[src/rtl/core/u2j_pkg.sv]
// Package for the UTF-8 to JSON string escaper.
// Holds request, response and job types, character constants and helpers.
// No dependencies.
package u2j_pkg;

  localparam logic [7:0] CHAR_NUL    = 8'h00;
  localparam logic [7:0] CHAR_QUOTE  = 8'h22;
  localparam logic [7:0] CHAR_BSLASH = 8'h5C;
  localparam logic [7:0] CHAR_LOW_B  = 8'h62;
  localparam logic [7:0] CHAR_LOW_F  = 8'h66;
  localparam logic [7:0] CHAR_LOW_N  = 8'h6E;
  localparam logic [7:0] CHAR_LOW_R  = 8'h72;
  localparam logic [7:0] CHAR_LOW_T  = 8'h74;
  localparam logic [7:0] CHAR_LOW_U  = 8'h75;
  localparam logic [7:0] CHAR_ZERO   = 8'h30;
  localparam logic [7:0] CHAR_LOW_A  = 8'h61;
  localparam logic [7:0] CHAR_BS     = 8'h08;
  localparam logic [7:0] CHAR_TAB    = 8'h09;
  localparam logic [7:0] CHAR_LF     = 8'h0A;
  localparam logic [7:0] CHAR_FF     = 8'h0C;
  localparam logic [7:0] CHAR_CR     = 8'h0D;

  localparam logic [15:0] UNIT_CTRL_LIMIT = 16'h0020;
  localparam logic [15:0] UNIT_HIGH_START = 16'h0080;

  localparam logic [20:0] CP_MIN_TWO   = 21'h000080;
  localparam logic [20:0] CP_MIN_THREE = 21'h000800;
  localparam logic [20:0] CP_MIN_FOUR  = 21'h010000;
  localparam logic [20:0] CP_SURR_LO   = 21'h00D800;
  localparam logic [20:0] CP_SURR_HI   = 21'h00DFFF;
  localparam logic [20:0] CP_MAX       = 21'h10FFFF;

  localparam logic [5:0] SURR_HIGH_TAG = 6'b110110;
  localparam logic [5:0] SURR_LOW_TAG  = 6'b110111;

  // character positions inside one unit
  localparam logic [2:0] POS_FIRST  = 3'd0;
  localparam logic [2:0] POS_SECOND = 3'd1;
  localparam logic [2:0] POS_HEX3   = 3'd2;
  localparam logic [2:0] POS_HEX2   = 3'd3;
  localparam logic [2:0] POS_HEX1   = 3'd4;
  localparam logic [2:0] POS_HEX0   = 3'd5;

  typedef enum logic [1:0] {
    UK_PLAIN,
    UK_SHORT,
    UK_HEX
  } unit_kind_e;

  typedef struct packed {
    logic [7:0] in_byte;
    logic       string_end;
  } in_req_t;

  typedef struct packed {
    logic [7:0] out_char;
    logic       run_last;
    logic       string_done;
    logic       bad_input;
  } out_rsp_t;

  typedef struct packed {
    logic        bad;
    logic        str_end;
    logic        two_units;
    logic [15:0] unit0;
    logic [15:0] unit1;
  } job_t;

  function automatic logic [7:0] short_letter(logic [15:0] unit);
    logic [7:0] letter;
    letter = CHAR_NUL;
    case (unit)
      {8'h00, CHAR_QUOTE}:  letter = CHAR_QUOTE;
      {8'h00, CHAR_BSLASH}: letter = CHAR_BSLASH;
      {8'h00, CHAR_BS}:     letter = CHAR_LOW_B;
      {8'h00, CHAR_FF}:     letter = CHAR_LOW_F;
      {8'h00, CHAR_LF}:     letter = CHAR_LOW_N;
      {8'h00, CHAR_CR}:     letter = CHAR_LOW_R;
      {8'h00, CHAR_TAB}:    letter = CHAR_LOW_T;
      default:              letter = CHAR_NUL;
    endcase
    return letter;
  endfunction

  function automatic unit_kind_e unit_kind(logic [15:0] unit);
    unit_kind_e kind;
    if (short_letter(unit) != CHAR_NUL) begin
      kind = UK_SHORT;
    end else if (unit < UNIT_CTRL_LIMIT || unit >= UNIT_HIGH_START) begin
      kind = UK_HEX;
    end else begin
      kind = UK_PLAIN;
    end
    return kind;
  endfunction

  function automatic logic [7:0] hex_char(logic [3:0] nib);
    logic [7:0] c;
    if (nib < 4'd10) begin
      c = CHAR_ZERO + {4'h0, nib};
    end else begin
      c = CHAR_LOW_A + {4'h0, nib} - 8'd10;
    end
    return c;
  endfunction

endpackage

[src/rtl/core/utf8_to_json_string_escaper.sv]
// UTF-8 to JSON string escaper, top level. Takes one UTF-8 byte per request and
// emits escaped JSON characters one per cycle unless out_ready_i stalls the output;
// a plain ASCII byte then passes at one byte per cycle, while a byte completing an
// escaped code point holds the input while the job register sends each character
// it yields (2 for a short escape, 6 per \u unit, up to 12 for a surrogate pair)
// through the single output register. Depends on u2j_pkg, u2j_decode, u2j_emit.
module utf8_to_json_string_escaper (
  input  logic              clk_i,
  input  logic              rst_ni,
  input  logic              in_valid_i,
  output logic              in_ready_o,
  input  u2j_pkg::in_req_t  in_req_i,
  output logic              out_valid_o,
  input  logic              out_ready_i,
  output u2j_pkg::out_rsp_t out_rsp_o
);
  import u2j_pkg::*;

  logic accept;
  job_t job;
  logic has_job;
  logic job_ready;

  assign in_ready_o = job_ready;
  assign accept     = in_valid_i && job_ready;

  u2j_decode u_decode (
    .clk_i     (clk_i),
    .rst_ni    (rst_ni),
    .accept_i  (accept),
    .req_i     (in_req_i),
    .job_o     (job),
    .has_job_o (has_job)
  );

  u2j_emit u_emit (
    .clk_i       (clk_i),
    .rst_ni      (rst_ni),
    .job_valid_i (accept && has_job),
    .job_i       (job),
    .job_ready_o (job_ready),
    .out_valid_o (out_valid_o),
    .out_ready_i (out_ready_i),
    .out_rsp_o   (out_rsp_o)
  );

endmodule

[src/rtl/core/u2j_decode.sv]
// UTF-8 decoder for the JSON string escaper.
// Keeps sequence state and turns each code point into a job of UTF-16 units.
// Depends on u2j_pkg.
module u2j_decode (
  input  logic             clk_i,
  input  logic             rst_ni,
  input  logic             accept_i,
  input  u2j_pkg::in_req_t req_i,
  output u2j_pkg::job_t    job_o,
  output logic             has_job_o
);
  import u2j_pkg::*;

  logic [20:0] acc_q, acc_d;
  logic [1:0]  left_q, left_d;
  logic [1:0]  seq_q, seq_d;

  logic [7:0]  b;
  logic [20:0] cp;
  logic [20:0] min_cp;
  logic [19:0] v;
  logic        emit_cp;
  logic [20:0] emit_val;
  logic        bad;

  assign b  = req_i.in_byte;
  assign cp = {acc_q[14:0], b[5:0]};
  assign v  = 20'(emit_val - CP_MIN_FOUR);

  always_comb begin
    acc_d    = acc_q;
    left_d   = left_q;
    seq_d    = seq_q;
    emit_cp  = 1'b0;
    emit_val = {13'h0, b};
    bad      = 1'b0;
    case (seq_q)
      2'd1:    min_cp = CP_MIN_TWO;
      2'd2:    min_cp = CP_MIN_THREE;
      default: min_cp = CP_MIN_FOUR;
    endcase
    if (left_q == 2'd0) begin
      if (b[7] == 1'b0) begin
        emit_cp = 1'b1;
      end else if (b[7:5] == 3'b110) begin
        acc_d  = {16'h0, b[4:0]};
        left_d = 2'd1;
        seq_d  = 2'd1;
      end else if (b[7:4] == 4'b1110) begin
        acc_d  = {17'h0, b[3:0]};
        left_d = 2'd2;
        seq_d  = 2'd2;
      end else if (b[7:3] == 5'b11110) begin
        acc_d  = {18'h0, b[2:0]};
        left_d = 2'd3;
        seq_d  = 2'd3;
      end else begin
        bad = 1'b1;
      end
    end else if (b[7:6] != 2'b10) begin
      bad = 1'b1;
    end else begin
      acc_d  = cp;
      left_d = left_q - 2'd1;
      if (left_q == 2'd1) begin
        acc_d = '0;
        seq_d = 2'd0;
        if (cp < min_cp || (cp >= CP_SURR_LO && cp <= CP_SURR_HI) || cp > CP_MAX) begin
          bad = 1'b1;
        end else begin
          emit_cp  = 1'b1;
          emit_val = cp;
        end
      end
    end
    if (req_i.string_end && left_d != 2'd0) begin
      bad = 1'b1;
    end
    if (bad) begin
      acc_d   = '0;
      left_d  = 2'd0;
      seq_d   = 2'd0;
      emit_cp = 1'b0;
    end
  end

  always_comb begin
    job_o.bad     = bad;
    job_o.str_end = req_i.string_end;
    if (emit_val >= CP_MIN_FOUR) begin
      job_o.two_units = 1'b1;
      job_o.unit0     = {SURR_HIGH_TAG, v[19:10]};
      job_o.unit1     = {SURR_LOW_TAG, v[9:0]};
    end else begin
      job_o.two_units = 1'b0;
      job_o.unit0     = emit_val[15:0];
      job_o.unit1     = emit_val[15:0];
    end
  end

  assign has_job_o = bad || emit_cp;

  always_ff @(posedge clk_i or negedge rst_ni) begin
    if (!rst_ni) begin
      acc_q  <= '0;
      left_q <= 2'd0;
      seq_q  <= 2'd0;
    end else if (accept_i) begin
      acc_q  <= acc_d;
      left_q <= left_d;
      seq_q  <= seq_d;
    end
  end

endmodule

[src/rtl/core/u2j_emit.sv]
// Escape emitter for the JSON string escaper.
// Holds one job, walks its characters and drives the output register.
// Depends on u2j_pkg.
module u2j_emit (
  input  logic              clk_i,
  input  logic              rst_ni,
  input  logic              job_valid_i,
  input  u2j_pkg::job_t     job_i,
  output logic              job_ready_o,
  output logic              out_valid_o,
  input  logic              out_ready_i,
  output u2j_pkg::out_rsp_t out_rsp_o
);
  import u2j_pkg::*;

  logic       job_valid_q;
  job_t       job_q;
  logic       uidx_q;
  logic [2:0] cidx_q;
  logic       out_valid_q;
  out_rsp_t   out_q;

  logic [15:0] cur_unit;
  unit_kind_e  kind;
  logic        out_free;
  logic        step;
  logic        unit_done;
  logic        job_done;
  logic        load;
  logic [7:0]  ch;

  assign cur_unit = uidx_q ? job_q.unit1 : job_q.unit0;
  assign kind     = unit_kind(cur_unit);
  assign out_free = !out_valid_q || out_ready_i;
  assign step     = job_valid_q && out_free;

  always_comb begin
    case (kind)
      UK_PLAIN: unit_done = (cidx_q == POS_FIRST);
      UK_SHORT: unit_done = (cidx_q == POS_SECOND);
      default:  unit_done = (cidx_q == POS_HEX0);
    endcase
    job_done = job_q.bad || (unit_done && (uidx_q == job_q.two_units));
    case (cidx_q)
      POS_FIRST:  ch = (kind == UK_PLAIN) ? cur_unit[7:0] : CHAR_BSLASH;
      POS_SECOND: ch = (kind == UK_SHORT) ? short_letter(cur_unit) : CHAR_LOW_U;
      POS_HEX3:   ch = hex_char(cur_unit[15:12]);
      POS_HEX2:   ch = hex_char(cur_unit[11:8]);
      POS_HEX1:   ch = hex_char(cur_unit[7:4]);
      POS_HEX0:   ch = hex_char(cur_unit[3:0]);
      default:    ch = CHAR_NUL;
    endcase
    if (job_q.bad) begin
      ch = CHAR_NUL;
    end
  end

  assign job_ready_o = !job_valid_q || (step && job_done);
  assign load        = job_valid_i && job_ready_o;

  always_ff @(posedge clk_i or negedge rst_ni) begin
    if (!rst_ni) begin
      job_valid_q <= 1'b0;
      uidx_q      <= 1'b0;
      cidx_q      <= POS_FIRST;
    end else if (load) begin
      job_valid_q <= 1'b1;
      uidx_q      <= 1'b0;
      cidx_q      <= POS_FIRST;
    end else if (step && job_done) begin
      job_valid_q <= 1'b0;
    end else if (step) begin
      if (unit_done) begin
        uidx_q <= 1'b1;
        cidx_q <= POS_FIRST;
      end else begin
        cidx_q <= cidx_q + 3'd1;
      end
    end
  end

  always_ff @(posedge clk_i) begin
    if (load) begin
      job_q <= job_i;
    end
    if (step) begin
      out_q.out_char    <= ch;
      out_q.run_last    <= job_done;
      out_q.string_done <= job_done && job_q.str_end;
      out_q.bad_input   <= job_q.bad;
    end
  end

  always_ff @(posedge clk_i or negedge rst_ni) begin
    if (!rst_ni) begin
      out_valid_q <= 1'b0;
    end else if (step) begin
      out_valid_q <= 1'b1;
    end else if (out_ready_i) begin
      out_valid_q <= 1'b0;
    end
  end

  assign out_valid_o = out_valid_q;
  assign out_rsp_o   = out_q;

endmodule
[config.mk]
export PLATFORM = sky130hd
export DESIGN_NAME = utf8_to_json_string_escaper
export DESIGN_NICKNAME = d
export VERILOG_FILES = /design/src/rtl/core/u2j_pkg.sv /design/src/rtl/core/utf8_to_json_string_escaper.sv /design/src/rtl/core/u2j_decode.sv /design/src/rtl/core/u2j_emit.sv
export SDC_FILE = /design/constraint.sdc
export NUM_CORES = 1
export LEC_CHECK = 0
export BUFFER_PORTS_ARGS = -buffer_cell sky130_fd_sc_hd__buf_4
export CAP_MARGIN = 20
export CORE_UTILIZATION = 45
export DETAILED_ROUTE_END_ITERATION = 10
export PLACE_DENSITY = 0.59
export SETUP_SLACK_MARGIN = 0.02
export SLEW_MARGIN = 10
export SYNTH_ARGS = -nofsm -noshare
export SYNTH_HDL_FRONTEND = slang
export SYNTH_SLANG_ARGS = --single-unit
[constraint.sdc]
create_clock -name clk_i -period 12 [get_ports clk_i]
set_input_delay 0.6 -clock clk_i [delete_from_list [all_inputs] [get_ports clk_i]]
set_output_delay 0.6 -clock clk_i [all_outputs]
set_load 0.02 [all_outputs]
=== After elaboration in Yosys (flattened, before gate mapping) ===
Cells that the tools add are included.

* Equal/unequal tests: 25
* Reductions and logical operators: 32
* Muxes and demuxes: 68
* Magnitude comparators: 11
* Add/sub/neg operators: 15

{| class="wikitable"
|+ Operators with widths
! cell !! number
|-
| $mux W15 || 8
|-
| $mux W21 || 4
|-
| $eq A16 B4 Y1 const B || 5
|-
| $pmux W7 S7 || 1
|-
| $pmux W8 S6 || 1
|-
| $mux W8 || 5
|-
| $mux W2 || 17
|-
| $pmux W17 S2 || 1
|-
| $mux W33 || 1
|-
| $add A7 B4 Y8 const A || 4
|-
| $sub A8 B4 Y8 const B || 4
|-
| $add A6 B4 Y7 const A || 4
|-
| $mux W1 || 23
|-
| $ge A21 B16 Y1 const B || 1
|-
| $ge A21 B17 Y1 const B || 1
|-
| $gt A21 B21 Y1 const B || 1
|-
| $le A21 B16 Y1 const B || 1
|-
| $lt A21 B17 Y1 || 1
|-
| $sub A20 B17 Y20 const B || 1
|-
| $eq A16 B6 Y1 const B || 1
|-
| $eq A16 B7 Y1 const B || 1
|-
| $ge A16 B8 Y1 const B || 1
|-
| $lt A16 B6 Y1 const B || 1
|-
| $lt A4 B4 Y1 const B || 4
|-
| other kinds (31) || 59
|}

* Input port bits: 13
* Register bits after elaboration: 71
* Output and inout port bits: 13

=== Longest topological paths before layout ===
Gate-level depths: netlist (run 1).

* Word-level depth: 16
* Depth in mapped cells: 17
* Gate-level depth less buffers: 15

=== Modules after synthesis ===
From an unflattened synthesis (run 1), not the netlist that was laid out.

* Cells, all modules: 471
* Area, all modules: 4777.1 sq um

{| class="wikitable"
|+ Modules (own cells, without submodules)
! module !! area each (sq um) !! cells an instance !! times used
|-
| u2j_emit || 3083.0 || 274 || 1
|-
| u2j_decode || 1681.6 || 195 || 1
|-
| utf8_to_json_string_escaper || 12.5 || 2 || 1
|}

=== Worst setup path after synthesis (run 1) ===
No wires, ideal clock.

* Path type: register to register
* Start: register u_emit.uidx_q
* End: register u_emit.job_q[0] (netlist name) (enable)
* Stages on the path, launching flop included: 14
* Path slack: 7198 ps
* Period minus slack after synthesis: 4802 ps
* Required time: 11580 ps
* Setup time: 420 ps
* Arrival: 4382 ps
* Path buffers: 3
* Cell sequence: dfrtp_1 > buf_6 > buf_8 > clkbuf_1 > mux2i_1 > inv_1 > ha_1 > and4bb_2 > a211oi_1 > o221a_2 > a211oi_1 > a211oi_2 > a31oi_4 > nor2_1

* Cells in the longest elaborated chain, start to end: 14
* Elaborated cells between the ends (all ways): 26

{| class="wikitable"
|+ RTL lines
! what !! line !! source
|-
| start: declaration || u2j_emit.sv:18 || <nowiki>logic uidx_q;</nowiki>
|-
| start signal: assignment || u2j_emit.sv:64 || <nowiki>uidx_q <= 1'b0;</nowiki>
|-
| start signal: assignment || u2j_emit.sv:68 || <nowiki>uidx_q <= 1'b0;</nowiki>
|-
| start signal: assignment || u2j_emit.sv:74 || <nowiki>uidx_q <= 1'b1;</nowiki>
|-
| $mux W16 || u2j_emit.sv:32 || <nowiki>assign cur_unit = uidx_q ? job_q.unit1 : job_q.unit0;</nowiki>
|-
| $lt A16 B6 Y1 (tied with other cells) || u2j_pkg.sv:90 || <nowiki>end else if (unit < UNIT_CTRL_LIMIT || unit >= UNIT_HIGH_START) begin</nowiki>
|-
| $logic_or A1 B1 Y1 or $pmux W7 S7 (tied branches) || u2j_pkg.sv:90, u2j_pkg.sv:73 ||
|-
| $mux W2 or $reduce_bool A8 Y1 (tied branches) || u2j_pkg.sv:90, u2j_pkg.sv:88 ||
|-
| $mux W2 || u2j_pkg.sv:88 || <nowiki>if (short_letter(unit) != CHAR_NUL) begin</nowiki>
|-
| $eq A2 B1 Y1 or $logic_not A2 Y1 (tied branches) || u2j_emit.sv:38 || <nowiki>case (kind)</nowiki>
|-
| $pmux W1 S2 || u2j_emit.sv:38 ||
|-
| $logic_and A1 B1 Y1 * || u2j_emit.sv:43 || <nowiki>job_done = job_q.bad || (unit_done && (uidx_q == job_q.two_units));</nowiki>
|-
| $logic_or A1 B1 Y1 * || u2j_emit.sv:43 ||
|-
| $logic_and A1 B1 Y1 * || u2j_emit.sv:58 || <nowiki>assign job_ready_o = !job_valid_q || (step && job_done);</nowiki>
|-
| $logic_or A1 B1 Y1 * || u2j_emit.sv:58 ||
|-
| $logic_and A1 B1 Y1 || utf8_to_json_string_escaper.sv:25 || <nowiki>assign accept = in_valid_i && job_ready;</nowiki>
|-
| $logic_and A1 B1 Y1 || utf8_to_json_string_escaper.sv:39 || <nowiki>.job_valid_i (accept && has_job),</nowiki>
|-
| $logic_and A1 B1 Y1 * || u2j_emit.sv:59 || <nowiki>assign load = job_valid_i && job_ready_o;</nowiki>
|-
| via u_emit.load || u2j_emit.sv:29 || <nowiki>logic load;</nowiki>
|-
| end signal: assignment || u2j_emit.sv:84 || <nowiki>job_q <= job_i;</nowiki>
|-
| end: declaration || u2j_emit.sv:17 || <nowiki>job_t job_q;</nowiki>
|}

The timed path passes the listed nets; every way through them passes the cells marked *.
A chain may end at the register's enable or synchronous reset.

=== Final worst setup path (run 1) ===
* Start: register u_emit.uidx_q
* End: output in_ready_o

* Cells in the longest elaborated chain, start to end: 11
* Elaborated cells between the ends (all ways): 23

{| class="wikitable"
|+ RTL lines
! what !! line !! source
|-
| $mux W16 || u2j_emit.sv:32 ||
|-
| $lt A16 B6 Y1 (tied with other cells) || u2j_pkg.sv:90 ||
|-
| $logic_or A1 B1 Y1 or $pmux W7 S7 (tied branches) || u2j_pkg.sv:90, u2j_pkg.sv:73 ||
|-
| $mux W2 or $reduce_bool A8 Y1 (tied branches) || u2j_pkg.sv:90, u2j_pkg.sv:88 ||
|-
| $mux W2 || u2j_pkg.sv:88 ||
|-
| $eq A2 B1 Y1 or $logic_not A2 Y1 (tied branches) || u2j_emit.sv:38 ||
|-
| $pmux W1 S2 || u2j_emit.sv:38 ||
|-
| $logic_and A1 B1 Y1 * || u2j_emit.sv:43 ||
|-
| $logic_or A1 B1 Y1 * || u2j_emit.sv:43 ||
|-
| via u_emit.job_done || u2j_emit.sv:28 || <nowiki>logic job_done;</nowiki>
|-
| $logic_and A1 B1 Y1 * || u2j_emit.sv:58 ||
|-
| $logic_or A1 B1 Y1 * || u2j_emit.sv:58 ||
|-
| end: declaration || utf8_to_json_string_escaper.sv:11 || <nowiki>output logic in_ready_o,</nowiki>
|}

Marks and branches as above.

==> flow_metrics.py, run 1 <==
metrics = {
    "cells_and_area": {
        "layout-drive-gt1-share": 0.149,
        "mostFrequentLayoutCell": "nand2_1",
        "utilization": 0.522,
        "antenna_cells": 0,
        "final_cell_mix": "63 x nand2_1, 46 x inv_1, 41 x edfxtp_1, 29 x buf_4, 25 x dfrtp_1",
        "syn_to_final_growth_pct": 11.5,
        "multiInputGateArea_um2": 2240,
        "nets": 508,
        "fillCellCount": 863,
        "regArea_um2": 1860,
    },
    "yosys": {
        "yosys.cell_types.count": 75,
        "yosys_most_used_dff": "edfxtp_1",
        "muxShareOfSynthArea": 0.0851,
        "seq_area_frac_synth": 0.425,
        "synth_simple_gate_area_share": 0.163,
        "avgSynthCellArea_um2": 9.74,
        "async_reset_ff_frac": 0.379,
        "synth_compound_area_frac": 0.181,
        "synthCells": 448,
        "synth_enable_flop_cells": 41,
        "yosys_warnings": 0,
        "synth_top_family_by_area": "compound AO/OA/AOI/OAI gates",
        "synth_nets": 484,
        "mappedNetlistArea_um2": 4360,
        "yosys.area_share.adder": 0.0659,
        "yosys.area_share.xor_xnor": 0.0161,
        "ys_ff_latch": 66,
    },
    "setup_path": {
        "cp.required_ns": 11.40,
        "rrSetupSlack_ns": 7.96,
        "cp_slowest_cell": "mux2i_1",
        "crit_top_cell": "a21o_1",
        "cp-start-kind": "register",
        "cp_slowest_stage_delay_ns": 0.64,
        "worstPathArrival_ns": 3.67,
        "crit_chain": "mux2i_1 > inv_1 > ha_1 > and4bb_2 > a211oi_1 > o221a_2 > a21o_1 > a211oi_2 > or2_2 > a21o_1 > buf_4",
        "cp_max_fo": 7,
        "crit_type": "reg2out",
        "endpoint_kind": "primary output",
    },
    "clocking": {
        "clock_latency_ns": 0.34,
        "cts_buffer_depth": 2,
        "post_cts_buffers": 0,
        "numCtsBuffers": 9,
        "cts-root-buf": "clkbuf_8",
        "h-tree-depth": 3,
        "cts_tree": "done",
        "cts-resized-gates": 0,
        "clkTransAtPathRegs_ns": 0.08,
        "holdBufCountCts": 0,
        "clock-sinks": 66,
    },
    "die": {
        "start_util": 0.468,
        "dieHeight_um": 100,
        "core-area_um2": 9330,
        "die_w_um": 100,
        "fp-row-count": 35,
        "io_pins": 26,
        "dieArea_um2": 10100,
    },
    "hold_path": {
        "min_path_type": "in2async",
    },
    "timing": {
        "fmax_mhz": 234,
        "finClkSkew_ns": 0.0106,
        "hold_viol": 0,
        "slew_headroom": 0.430,
        "tightest_slew_ns": 0.856,
        "setup_slack_ns": 7.73,
        "period_share": 0.355,
        "finalHoldWorstSlack_ns": 0.157,
        "fin_tns_setup_ns": 0,
        "finalCriticalPeriod_ns": 4.27,
        "rsz0062_at_grt": "false",
        "setup_viol": 0,
        "finalMaxSlewViolations": 0,
    },
    "drt": {
        "viasPerCell": 5.70,
        "drtAntennaViolNets": 0,
        "vias": 3453,
        "post-route-drc-count": 0,
        "wl_um": 10300,
        "drt_iter0_markers": 167,
        "post_drt_wl_per_cell_um": 17.0,
        "drtPass1Iterations": 5,
    },
    "power": {
        "p_leak_uw": 0.00195,
        "power.density_nw_per_um2": 217,
        "finalPower_uw": 1060,
        "vdd_drop_max_mv": 0.139,
    },
    "global_route": {
        "antenna_found_initial": 0,
        "grt_pass1_vias": 3370,
        "grt-ovfl-total": 0,
        "grt_start_max_net_pins": 31,
        "grt_pass1_wl_um": 17000,
        "grt_usage": 0.220,
    },
    "place": {
        "io_buffers": 25,
        "dp_hpwl_um": 7900,
        "gp_congestion": 0.922,
        "preCtsSetupSlack_ns": 7.97,
    },
    "status": {
        "outcome": "finished clean",
    },
    "flow_run": {
        "cap_violations": 0,
    },
}
==> logic make-up after synthesis <==
family / after synthesis
compound gates: 109
xor+xnor: 8
fa+ha+maj: 23
buf+inv: 62
flops: 66
mux: 34
other cells: 1
simple gates: 145
==> per-stage QoR <==
step                      std cells  instance area, um^2
after floorplan                 448                 4360
after global placement          590                 4650
after detailed placement        590                 4650
after CTS                       606                 4860
after global routing            606                 4860
final                           606                 4860
==> path summary, 6_finish.rpt <==
| path | end | cells after the start | startpoint |
|---|---|---|---|
| max | in_ready_o | 11 | u_emit.uidx_q$_DFFE_PN0P_ |
| min reg2reg | u_emit.out_rsp_o[1]$_DFFE_PP_ | 1 | u_emit.job_q[33]$_DFFE_PP_ |
| max in group asynchronous | u_emit.cidx_q[2]$_DFFE_PN0P_ | 1 | rst_ni |
| max reg2reg | u_emit.job_q[25]$_DFFE_PP_ | 11 | u_decode.acc_q[3]$_DFFE_PN0P_ |
| min in group clk_i | u_emit.job_q[33]$_DFFE_PP_ | 1 | in_req_i[0] |
| min | u_decode.acc_q[12]$_DFFE_PN0P_ | 1 | rst_ni |
==> sequential cells by signal, indices dropped and copies added (netlist names) <==
signal and cells:
u_emit.cidx_q 3, u_emit.out_valid_o 1, u_decode.left_q 2, u_emit.out_rsp_o 11, u_emit.uidx_q 1, u_emit.job_q 30
u_decode.seq_q 2, u_decode.acc_q 15, u_emit.job_valid_q 1
==> worst max-delay path, delay by kind of cell (launching register included) <==
| family | cells | cell delay (ns) |
|---|---|---|
| compound gates | 5 | 1.06 |
| fa+ha+maj | 1 | 0.30 |
| buf+inv | 2 | 0.33 |
| flops | 1 | 0.42 |
| mux | 1 | 0.64 |
| simple gates | 2 | 0.58 |
==> area by class of cell <==
cell class / instances / share of cell area
clock buffers: 9 / 0.0255
clock inverters: 7 / 0.0193
inverters: 46 / 0.0355
multi-input cells: 320 / 0.460
flip-flops and latches: 66 / 0.382
well taps: 129 / 0.0332
repair buffers: 29 / 0.0448
==> metal layers <==
layer / share of wire / routed length (um) / vias up / GRT usage
met4: 0.019 / 194 / 0 / 0.0769
met3: 0.041 / 418 / 15 / 0.0326
met1: 0.45 / 4600 / 1675 / 0.291
li1: - / - / 1675 / -
met2: 0.50 / 5110 / 88 / 0.369
met5: 0 / 0 / - / 0
==> where the power goes <==
part / switching [uW] / internal [uW]
Clock: 87.9 / 117
Combinational: 284 / 184
Sequential: 51.9 / 334
==> cell usage after synthesis (3+ instances only) <==
cell	n	area, um^2
xor2_1	3	26.3
o31a_1	3	26.3
edfxtp_1	41	1230
nand4_1	6	37.5
nor2_1	21	78.8
inv_1	46	173
dfrtp_1	25	626
clkbuf_1	10	37.5
nand2_1	63	236
mux2i_1	23	230
mux2_2	8	90.1
o22ai_1	3	18.8
o21ai_0	23	115
nand3_1	5	25.0
and2_1	7	43.8
a221oi_1	4	35.0
o211ai_1	3	22.5
and3_1	4	25.0
xnor2_1	5	43.8
a2bb2oi_1	3	26.3
ha_1	23	288
nand2b_1	5	31.3
nor3_1	10	50.1
a21oi_1	21	105
o32ai_1	4	35.0
a31oi_1	5	31.3
nor2b_1	6	37.5
o21ai_1	7	35.0
a211oi_1	4	30.0
Note: power is estimated with default switching activity, not from simulation.
==> run 2, diff against run 1 <==
--- a/config.mk
+++ b/config.mk
@@ -9,7 +9,7 @@
 export CAP_MARGIN = 20
 export CORE_UTILIZATION = 45
 export DETAILED_ROUTE_END_ITERATION = 10
-export PLACE_DENSITY = 0.59
+export PLACE_DENSITY = 0.61
 export SETUP_SLACK_MARGIN = 0.02
 export SLEW_MARGIN = 10
 export SYNTH_ARGS = -nofsm -noshare
==> constraint.sdc (replaced) <==
create_clock -name clk_i -period 3.4 [get_ports clk_i]
set_input_delay 0.17 -clock clk_i [delete_from_list [all_inputs] [get_ports clk_i]]
set_output_delay 0.17 -clock clk_i [all_outputs]
set_load 0.02 [all_outputs]
==> flow_metrics.py, run 2 (same netlist as run 1, synthesis figures left out) <==
metrics = {
    "global_route": {
        "grt_usage": 0.232,
        "grt_pass1_wl_um": 18000,
        "grt_start_max_net_pins": 30,
        "grt-ovfl-total": 0,
        "antenna_found_initial": 0,
        "grt_pass1_vias": 3664,
    },
    "setup_path": {
        "worstPathArrival_ns": 3.54,
        "cp_slowest_stage_delay_ns": 0.46,
        "crit_top_cell": "o31a_1",
        "cp.required_ns": 3.59,
        "endpoint_kind": "register",
        "cp-start-kind": "register",
        "cp_slowest_cell": "or4b_4",
        "cp_max_fo": 8,
        "crit_chain": "or3_1 > o31a_1 > o31a_1 > o311a_4 > nand2_4 > ha_4 > or4b_4 > nor4_4 > a41oi_2 > buf_6 > buf_4 > o21ai_1",
        "crit_type": "reg2reg",
    },
    "drt": {
        "viasPerCell": 5.62,
        "vias": 3632,
        "post-route-drc-count": 0,
        "post_drt_wl_per_cell_um": 17.2,
        "wl_um": 11100,
        "drtPass1Iterations": 5,
        "drt_iter0_markers": 154,
        "drtAntennaViolNets": 0,
    },
    "cells_and_area": {
        "fin_cells": 646,
        "layout-drive-gt1-share": 0.251,
        "antenna_cells": 0,
        "largest_register_ff_count": 30,
        "final_cell_mix": "61 x nand2_1, 59 x buf_4, 43 x inv_1, 41 x edfxtp_1, 25 x dfrtp_1",
        "nets": 548,
        "mostFrequentLayoutCell": "nand2_1",
        "syn_to_final_growth_pct": 24.0,
        "regMostFlops": "u_emit.job_q",
    },
    "timing": {
        "tightest_slew_ns": 0.604,
        "setup_viol": 0,
        "finClkSkew_ns": 0.0181,
        "fmax_mhz": 298,
        "slew_headroom": 0.593,
        "hold_viol": 0,
        "period_share": 0.986,
        "fin_tns_setup_ns": 0,
        "finalMaxSlewViolations": 0,
        "finalCriticalPeriod_ns": 3.35,
    },
    "die": {
        "fp-row-count": 35,
        "core-area_um2": 9330,
        "die_w_um": 100,
        "dieHeight_um": 100,
        "dieArea_um2": 10100,
        "start_util": 0.468,
        "io_pins": 26,
    },
    "clocking": {
        "cts-root-buf": "clkbuf_8",
        "cts_buffer_depth": 2,
        "clock-sinks": 66,
        "clock_latency_ns": 0.35,
        "clkTransAtPathRegs_ns": 0.09,
        "h-tree-depth": 3,
        "cts_tree": "done",
        "numCtsBuffers": 9,
    },
    "place": {
        "io_buffers": 25,
        "gp_congestion": 0.894,
        "dp_hpwl_um": 8300,
        "place_inst": 614,
    },
    "status": {
        "outcome": "finished clean",
    },
    "power": {
        "power.density_nw_per_um2": 759,
        "vdd_drop_max_mv": 0.352,
        "p_leak_uw": 0.00221,
    },
    "hold_path": {
        "min_path_type": "in2reg",
    },
    "flow_run": {
        "cap_violations": 0,
    },
}
[run 2: cell types whose count changed in the layout (fill, tap and decap cells not counted), moves of 3 or more]
cell	before	now
buf_12	0	3
ha_4	0	3
ha_1	23	18
inv_1	46	43
buf_4	29	59
inv_2	0	3
buf_6	0	4
[run 2: timing repair]
action                     CTS  global route
gates cloned                 1             0
hold endpoints to repair    26             0
pin swaps                    3             3
setup endpoints to repair    7            56
buffers inserted             4             9
hold buffers                 2             0
gates resized for setup      6            16
[run 2: critical path, delay by kind of cell (launching register included)]
family,cells,cell delay [ns]
simple gates,4,1.12
compound gates,5,1.27
flops,1,0.39
fa+ha+maj,1,0.11
buf+inv,2,0.33
[run 2: report_power, final]
part	internal [uW]	switching, uW
clock	493	332
sequential	1180	183
combinational	832	1090
[run 2: metal layers]
metal / wire length [um] / share of wire / GRT usage
met3: 519 / 0.047 / 0.0340
met1: 4770 / 0.43 / 0.293
met4: 295 / 0.027 / 0.108
met5: 0 / 0 / 0
met2: 5520 / 0.50 / 0.394
[run 2: path summary, 6_finish.rpt]
kind | start | cells past startpoint | slack (ns) | end
min in group asynchronous | rst_ni | 2 | 0.26 | u_decode.acc_q[0]$_DFFE_PN0P_
max | u_decode.acc_q[2]$_DFFE_PN0P_ | 12 | 0.05 | u_emit.job_q[20]$_DFFE_PP_
max reg2reg | u_decode.acc_q[2]$_DFFE_PN0P_ | 12 | 0.05 | u_emit.job_q[20]$_DFFE_PP_
min | in_req_i[2] | 1 | 0.06 | u_emit.job_q[1]$_DFFE_PP_
min reg2reg | u_emit.job_q[33]$_DFFE_PP_ | 1 | 0.54 | u_emit.out_rsp_o[1]$_DFFE_PP_
max in group asynchronous | rst_ni | 2 | 2.86 | u_emit.cidx_q[2]$_DFFE_PN0P_
[run 2: final cells by class]
type / count / area [um^2]
fill: 819 / 3920
multi-input combinational: 320 / 2400
sequential: 66 / 1860
timing repair buffer: 69 / 573
inverter: 46 / 173
tap: 129 / 161
clock inverter: 7 / 125
clock buffer: 9 / 124
[run 2: metrics by stage]
stage / instance area, um^2 / hold slack (ns) / util / total power, uW / worst slack (ns)
after floorplan: 4480 / -0.126 / - / 2580 / -0.0611
final: 5410 / 0.0580 / 0.580 / 4110 / 0.0486
after detailed placement: 4950 / 0.0966 / 0.530 / 3170 / 0.0109
after global placement: 4950 / 0.0975 / 0.530 / 3120 / 0.131
after global routing: 5410 / 0.0460 / 0.580 / 4370 / -0.0535
after CTS: 5270 / 0.0504 / 0.565 / 4030 / 0.0385
